<file path="config.mk">
export PLATFORM = sky130hd
export DESIGN_NAME = rbst_merge_flat
export DESIGN_NICKNAME = d
export VERILOG_FILES = /design/src/sv/rbst_pkg.sv /design/src/sv/rbst_if.sv /design/src/sv/rbst_merge.sv /design/src/flat_wrapper.sv
export SDC_FILE = /design/constraint.sdc
export NUM_CORES = 1
export LEC_CHECK = 0
export ABC_AREA = 1
export BUFFER_PORTS_ARGS = -buffer_cell sky130_fd_sc_hd__buf_2
export CAP_MARGIN = 20
export CORE_MARGIN = 1
export CORE_UTILIZATION = 60
export DETAILED_ROUTE_END_ITERATION = 8
export PLACE_DENSITY_LB_ADDON = 0.2
export SLEW_MARGIN = 40
export SYNTH_ARGS = -nofsm -noshare
export SYNTH_HDL_FRONTEND = slang
export SYNTH_SLANG_ARGS = --single-unit
</file>
<file path="constraint.sdc">
create_clock -name clk -period 3.1 [get_ports clk]
set_input_delay 0.62 -clock clk [delete_from_list [all_inputs] [get_ports clk]]
set_output_delay 0.62 -clock clk [all_outputs]
set_load 0.01 [all_outputs]
</file>
<file path="src/sv/rbst_pkg.sv">
// Shared constants, types and register codes for the four-wide ray/box slab test.
// No dependencies; every other file imports this package.
`default_nettype none

package rbst_pkg;

  localparam int LANES       = 4;
  localparam int COORD_WIDTH = 32;
  localparam int FRAC_BITS   = 16;
  localparam int DIFF_W      = COORD_WIDTH + 1;        // exact coordinate difference
  localparam int PROD_W      = DIFF_W + COORD_WIDTH;   // exact product
  localparam int FAR_W       = 31;
  localparam int AXIS_W      = 2;
  localparam int CFG_INDEX_W = 3;
  localparam int CFG_DATA_W  = 32;
  localparam int QUEUE_DEPTH = 8;
  localparam int QPTR_W      = $clog2(QUEUE_DEPTH);
  localparam int QCNT_W      = $clog2(QUEUE_DEPTH + 1);

  typedef logic signed [COORD_WIDTH-1:0] coord_t;
  typedef logic [LANES-1:0]              lane_mask_t;

  localparam coord_t COORD_MAX = {1'b0, {(COORD_WIDTH-1){1'b1}}};
  localparam coord_t COORD_MIN = {1'b1, {(COORD_WIDTH-1){1'b0}}};

  // Axis codes; the fourth code means nothing and the word is dropped.
  typedef enum logic [AXIS_W-1:0] {
    AXIS_X = 2'd0,
    AXIS_Y = 2'd1,
    AXIS_Z = 2'd2
  } axis_t;

  // Configuration register indexes.
  localparam logic [CFG_INDEX_W-1:0] REG_ORIGIN_X  = 3'd0;
  localparam logic [CFG_INDEX_W-1:0] REG_ORIGIN_Y  = 3'd1;
  localparam logic [CFG_INDEX_W-1:0] REG_ORIGIN_Z  = 3'd2;
  localparam logic [CFG_INDEX_W-1:0] REG_INV_DIR_X = 3'd3;
  localparam logic [CFG_INDEX_W-1:0] REG_INV_DIR_Y = 3'd4;
  localparam logic [CFG_INDEX_W-1:0] REG_INV_DIR_Z = 3'd5;
  localparam logic [CFG_INDEX_W-1:0] REG_FAR_LIMIT = 3'd6;

  // Accumulate-stage control shared by all lanes.
  typedef struct packed {
    logic en;       // a valid slice sits in the accumulate stage
    logic restart;  // that slice is axis x: reload entry/exit first
  } acc_ctl_t;

  // Control into the merge/result stage.
  typedef struct packed {
    logic reserve;  // axis z word accepted: claim one result slot
    logic emit;     // lane state holds a finished node: push the mask
  } merge_ctl_t;

endpackage

`default_nettype wire

</file>
<file path="src/sv/rbst_if.sv">
// Valid/ready channel interfaces: one axis slice of a node in, one miss mask out.
// Depends on rbst_pkg.
`default_nettype none


interface rbst_result_if;
  import rbst_pkg::*;

  logic       valid;
  logic       ready;
  lane_mask_t miss_mask;

  modport source (output valid, miss_mask, input ready);
  modport sink   (input valid, miss_mask, output ready);
endinterface

`default_nettype wire

</file>
<file path="src/sv/rbst_merge.sv">
// Merge stage: gathers lane miss bits into a mask and queues it for the receiver.
// Depends on rbst_pkg and rbst_result_if.
`default_nettype none

module rbst_merge
  import rbst_pkg::*;
(
  input  wire logic                 clk,
  input  wire logic                 rst,
  input  wire rbst_pkg::lane_mask_t lane_miss,
  input  wire rbst_pkg::merge_ctl_t ctl,
  output logic                      slot_free,
  rbst_result_if.source             result
);

  lane_mask_t          queue_mem [QUEUE_DEPTH];
  logic [QPTR_W-1:0]   wr_ptr, rd_ptr;
  logic [QCNT_W-1:0]   fill;
  logic [QCNT_W-1:0]   pending;   // results claimed but not yet taken
  logic                pop;

  assign pop              = result.valid && result.ready;
  assign result.valid     = (fill != '0);
  assign result.miss_mask = queue_mem[rd_ptr];
  assign slot_free        = (pending != QCNT_W'(QUEUE_DEPTH));

  always_ff @(posedge clk) begin
    if (ctl.emit) begin
      queue_mem[wr_ptr] <= lane_miss;
    end
  end

  always_ff @(posedge clk) begin
    if (rst) begin
      wr_ptr  <= '0;
      rd_ptr  <= '0;
      fill    <= '0;
      pending <= '0;
    end else begin
      if (ctl.emit) begin
        wr_ptr <= wr_ptr + 1'b1;
      end
      if (pop) begin
        rd_ptr <= rd_ptr + 1'b1;
      end
      case ({ctl.emit, pop})
        2'b10:   fill <= fill + 1'b1;
        2'b01:   fill <= fill - 1'b1;
        default: fill <= fill;
      endcase
      case ({ctl.reserve, pop})
        2'b10:   pending <= pending + 1'b1;
        2'b01:   pending <= pending - 1'b1;
        default: pending <= pending;
      endcase
    end
  end

endmodule

`default_nettype wire

</file>
<file path="src/flat_wrapper.sv">
// flat-port wrapper written by rule: the top's interface ports become plain ports
module rbst_merge_flat import rbst_pkg::*;
  (clk, rst, lane_miss, ctl, slot_free, result_valid, result_miss_mask, result_ready);
  rbst_result_if result_i ();
  input  wire logic clk;
  input  wire logic rst;
  input  wire rbst_pkg::lane_mask_t lane_miss;
  input  wire rbst_pkg::merge_ctl_t ctl;
  output logic slot_free;
  output wire logic [$bits(result_i.valid)-1:0] result_valid;
  output wire logic [$bits(result_i.miss_mask)-1:0] result_miss_mask;
  input wire logic [$bits(result_i.ready)-1:0] result_ready;
  assign result_valid = result_i.valid;
  assign result_miss_mask = result_i.miss_mask;
  assign result_i.ready = result_ready;
  rbst_merge u_core (.clk(clk), .rst(rst), .lane_miss(lane_miss), .ctl(ctl), .slot_free(slot_free), .result(result_i));
endmodule
</file>
* After elaboration in Yosys (flattened, before gate mapping)
Memories as Yosys holds them, arrays and structs flattened. A register that Yosys moved wholly into a read port is not among the register bits.
Cells that the tools add are included.
** Storage, ports and cells
- Bits in registers :: 14
- Memory bits (writable) :: 32
- Input port bits :: 9
- Output and inout bits :: 6
- Logic and storage cells :: 26
- Memories kept :: 1
** Operators by class
- Add/sub/neg operators :: 6
- Equal/unequal tests :: 5
- Mux-type cells :: 6
- Reductions and logical operators :: 4
** Memories
- u_core.queue_mem :: depth 8, bits a word 4, rd ports 1, clocked after Yosys merged registers in 1, write ports 1, line rbst_merge.sv:16 : lane_mask_t queue_mem [QUEUE_DEPTH];
** Operator list (count)
- $pmux W4 S2 :: 2
- $add A4 B1 Y4 const B :: 2
- $sub A4 B1 Y4 const B :: 2
- $add A3 B1 Y3 const B :: 2
- $mux W3 :: 2
- $eq A2 B1 Y1 const B :: 2
- $eq A2 B2 Y1 const B :: 2
- $ne A4 B4 Y1 const B :: 1
- $reduce_bool A2 Y1 :: 2
- $reduce_bool A4 Y1 :: 1
- $mux W1 :: 2
- $logic_and A1 B1 Y1 :: 1

* Logic depth before layout (Yosys ltp)
- Depth after elaboration :: 4
- Mapped depth :: 14
- Mapped depth without buffers :: 14

* Worst setup path after synthesis
No wires, ideal clock.
- Path type :: register to register
- Start :: register u_core.fill[0]
- End :: register u_core.fill[2]
- Library setup time :: 0.115 ns
- Arrival time :: 1.702 ns
- Data required time :: 2.985 ns
- Setup slack :: 1.283 ns
- Stages on the path, launching flop included :: 13
- Cells stage by stage :: dfxtp_1 > inv_1 > nand4_2 > nand2_4 > inv_4 > ha_1 > nor2_2 > nor2_4 > ha_1 > a21oi_1 > xnor2_1 > o21ai_0 > inv_1
** On the way
- Word-level cells in the longest chain between the ends :: 4
- Elaborated cells between the ends (all ways) :: 8
** RTL lines
- start: declaration :: line rbst_merge.sv:18 : logic [QCNT_W-1:0] fill;
- start signal: assignment :: line rbst_merge.sv:47 : 2'b10: fill <= fill + 1'b1;
- start signal: assignment :: line rbst_merge.sv:48 : 2'b01: fill <= fill - 1'b1;
- start signal: assignment :: line rbst_merge.sv:49 : default: fill <= fill;
- $reduce_bool A4 Y1 (*) :: line rbst_merge.sv:23 : assign result.valid = (fill != '0);
- named net result_valid :: line flat_wrapper.sv:10 : output wire logic [$bits(result_i.valid)-1:0] result_valid;
- $logic_and A1 B1 Y1 (*) :: line rbst_merge.sv:22 : assign pop = result.valid && result.ready;
- $eq A2 B1 Y1 or $eq A2 B2 Y1 (tied branches) :: line rbst_merge.sv:46 : case ({ctl.emit, pop})
- $pmux W4 S2 or $reduce_bool A2 Y1 (tied branches)
The timed path passes the listed nets; every way through them passes the cells marked *.
A chain may end at the register's enable or synchronous reset.

==> results.md <==
* DRT iter0 DRCs at 65
* WP buf/inv at 2
* CORE AREA at 0.00344 mm^2
* Yosys top cell area share at 0.430
* FF-to-FF Start: u_core.fill[0]$_SDFFE_PP0P_
* Initial antenna violation count at 0
* Cts repair resizes at 0
* Clk pwr share at 0.193
* CP Capture Type: output pin
* Synthesized area at 0.00223 mm^2
* Starting Density at 0.649
* ANT nets after route at 0
* Syn Area/Cell at 10.1 um^2
* # setup viols final at 0
* Vias in the first global route at 1301
* Vias/cell at 5.08
* Antenna cells at 0
* Clock Sinks at 49
* Post-synthesis async set-or-reset flop share at 0
* RePlAce Congestion at 0.802
* Seq cells post-synth at 49
* Status: finished, final reports clean
* Main synth FF type: edfxtp_1
* H-tree depth at 2
* RSZ-0062 raised after global routing: false
* Layout area overhead at 7.78%
* Port buffer count at 14
* Cts bufs inserted at 5
* YS warnings at 0
* FF-to-FF setup slack at 1.21 ns
* Drt pass-1 iters at 4
* Worst path cell trace: buf_4 > o21ai_0 > o21ai_1 > nand2_1 > nand2_1 > buf_2
* # rows at 21
* Worst path top cell family by delay: flip-flops
* Final worst path period share at 0.747
* Worst Skew at 0.00475 ns
* Total routed wirelength at 3430 um
* Share of post-route cells with drive strength above 1 at 0.172
* Crit path arrival time at 1.70 ns
* Synth top area cells: edfxtp_1 43%, dfxtp_1 15%, nand2_1 5.4%
* Minimum clock period at 2.32 ns
* WHS at 0.503 ns
* Hold_buf cts at 0
* Critical path type: reg2out
* Total track usage at 0.192
* Req. time, crit path at 2.48 ns
* Via count at 1447
* Reg clk slew, reported paths at 0.09 ns
* Sw power at 684 uW
* CP startpoint kind: flip-flop
* Setup TNS at 0 ns
* EDFF count, synth at 32
* Critical Path Most Common Cell: nand2_1
* Post-synthesis sequential area ratio at 0.582
* Placed Area at 0.00232 mm^2
* Slew @ Worst Pin at 0.504 ns
* Post-synth top area cell: edfxtp_1
* Setup crit end: result_miss_mask[2]
* Die area at 0.00397 mm^2
* First-pass GRT wire length at 5800 um
* Tot Pwr at 1.88 mW
* R2R Path End: u_core.fill[2]$_SDFFE_PP0P_
* Setup Buffers After CTS at 0
* Post-Syn Instances at 221
* Design Area, Final at 0.00241 mm^2
* Worst R2R Path Depth at 13
* Comb power frac at 0.337
* VDD IR max at 0.458 mV
* Die width at 63.0 um
* Final slew viol count at 0
* Max incr delay on CP at 0.62 ns
* Final Hold Vio Count at 0
* Pwr Density at 781 mW/mm^2
* DIE HEIGHT at 63.0 um
* Slew headroom at 0.663
* Switching part of the total at 0.364
* Largest net degree at the start of global routing at 17
* Syn_nets at 238
* Overflow after GRT at 0
* Max-Cap Viols at 0
* Unique masters post-synth at 29
* Hold Crit Class: reg2reg
* P_leak at 0.955 nW
* CTS tree: done
* Critical path fanouts, max at 10
* Root Buffer: clkbuf_8
* Drt wl/cell at 12.0 um
* P_int at 1.20 mW
* Final nets at 255
* Clock tree buffer depth at 2
* Post-DP HPWL at 2540 um
* CP max-delay cell: dfxtp_1
* Max Clk Rate at 432 MHz
* Io pins at 15
* Crit path depth at 6
* Sequential fraction of design power at 0.470
* Worst-Skew Late Latency at 0.30 ns
* DR DRC count at 0
-- power by group through the flow --
stage / clock network (mW) / logic [mW] / registers (mW)
2_1_floorplan: 0 / 0.555 / 0.853
3_3_place_gp: 0 / 0.621 / 0.891
3_5_place_dp: 0 / 0.637 / 0.894
4_1_cts: 0.373 / 0.638 / 0.881
5_1_grt: 0.397 / 0.716 / 0.898
6_report: 0.364 / 0.634 / 0.883
-- placed cells by master, fill, tap and decap left out --
cell / n
edfxtp_1: 32
buf_2: 14
o21ai_1: 11
inv_2: 5
nand2_4: 1
nand3_2: 2
nand2_1: 32
nor2_4: 2
xnor2_1: 2
clkbuf_1: 1
xor2_1: 2
mux2i_1: 4
nand3_1: 4
o21ai_2: 2
o21ai_0: 16
o211ai_1: 1
o22ai_1: 4
nor3_1: 1
inv_4: 1
a21oi_2: 1
a21oi_1: 14
nor2_2: 2
inv_1: 19
nand2_2: 1
clkinvlp_4: 2
or2_2: 1
ha_1: 8
buf_4: 1
nand4_2: 1
dfxtp_1: 17
clkbuf_8: 5
nor2_1: 30
-- worst reg2reg max path, stage by stage, from the launching register on --
cell and delay, ns:
dfxtp_1 0.38, inv_1 0.09, nand4_2 0.12, nand2_4 0.08, inv_4 0.10, ha_1 0.23
nand2_1 0.08, inv_2 0.08, nor2_4 0.04, ha_1 0.17, a21oi_1 0.14, xnor2_1 0.09
o21ai_0 0.14, inv_1 0.05
-- state kept, by name, indices dropped and copies added, names as in the netlist, named ones only --
name	count
u_core.fill	4
u_core.pending	4
u_core.queue_mem	32
u_core.rd_ptr	3
u_core.wr_ptr	3
-- cell families after synthesis --
| logic type | Yosys count | share of synthesized area |
|---|---|---|
| AOI/OAI and AO/OA | 49 | 0.118 |
| muxes | 4 | 0.0179 |
| and+or+nand+nor | 77 | 0.156 |
| DFF | 49 | 0.582 |
| adders and majority gates | 8 | 0.0448 |
| buffers and inverters | 30 | 0.0649 |
| xor gates and xnor gates | 4 | 0.0157 |
-- layer usage --
layer | track usage | vias up | wire [um]
li1 | - | 776 | -
met5 | 0 | - | 0
met3 | 0.0347 | 7 | 81
met1 | 0.246 | 641 | 1640
met4 | 0.102 | 0 | 68
met2 | 0.308 | 23 | 1640
-- Yosys cell counts (all sizes together), types with 2 or more instances --
cell type and number:
buf 5, edfxtp 32, nor2 34, xor2 2, o21ai 29, mux2i 4, nand2 34, dfxtp 17
ha 8, a21oi 15, nand3 6, xnor2 2, inv 25, o22ai 4
-- final cells by class --
cell class,count,area [um^2]
Sequential cell,49,1300
Inverter,25,96.3
Timing Repair Buffer,15,77.6
Multi-Input combinational cell,142,788
Fill cell,267,1030
Tap cell,46,57.6
Clock inverter,2,15.0
Clock buffer,6,72.6
-- through the flow --
step                      utilization  setup slack (ns)  instances
after CTS                       0.700             0.755        285
after global placement          0.674              1.06        277
after global routing            0.700             0.603        285
after detailed placement        0.674              1.05        277
after floorplan                     -              1.28        221
final                           0.700             0.785        285
-- worst min path at each step --
| stage | slack, ns | from | end | cells after the start |
|---|---|---|---|---|
| final | 0.50 | u_core.wr_ptr[0]$_SDFFE_PP0P_ | u_core.wr_ptr[0]$_SDFFE_PP0P_ | 2 |
| after global routing | 0.53 | rst | u_core.wr_ptr[0]$_SDFFE_PP0P_ | 2 |
| after CTS | 0.50 | u_core.wr_ptr[0]$_SDFFE_PP0P_ | u_core.wr_ptr[0]$_SDFFE_PP0P_ | 2 |
| after detailed placement | 0.49 | u_core.wr_ptr[0]$_SDFFE_PP0P_ | u_core.wr_ptr[0]$_SDFFE_PP0P_ | 2 |
| after global placement | 0.48 | u_core.rd_ptr[0]$_SDFFE_PP0N_ | u_core.rd_ptr[0]$_SDFFE_PP0N_ | 1 |
| after floorplan | 0.46 | u_core.rd_ptr[0]$_SDFFE_PP0N_ | flip-flop | 1 |
(Power assumes the default switching activity.)
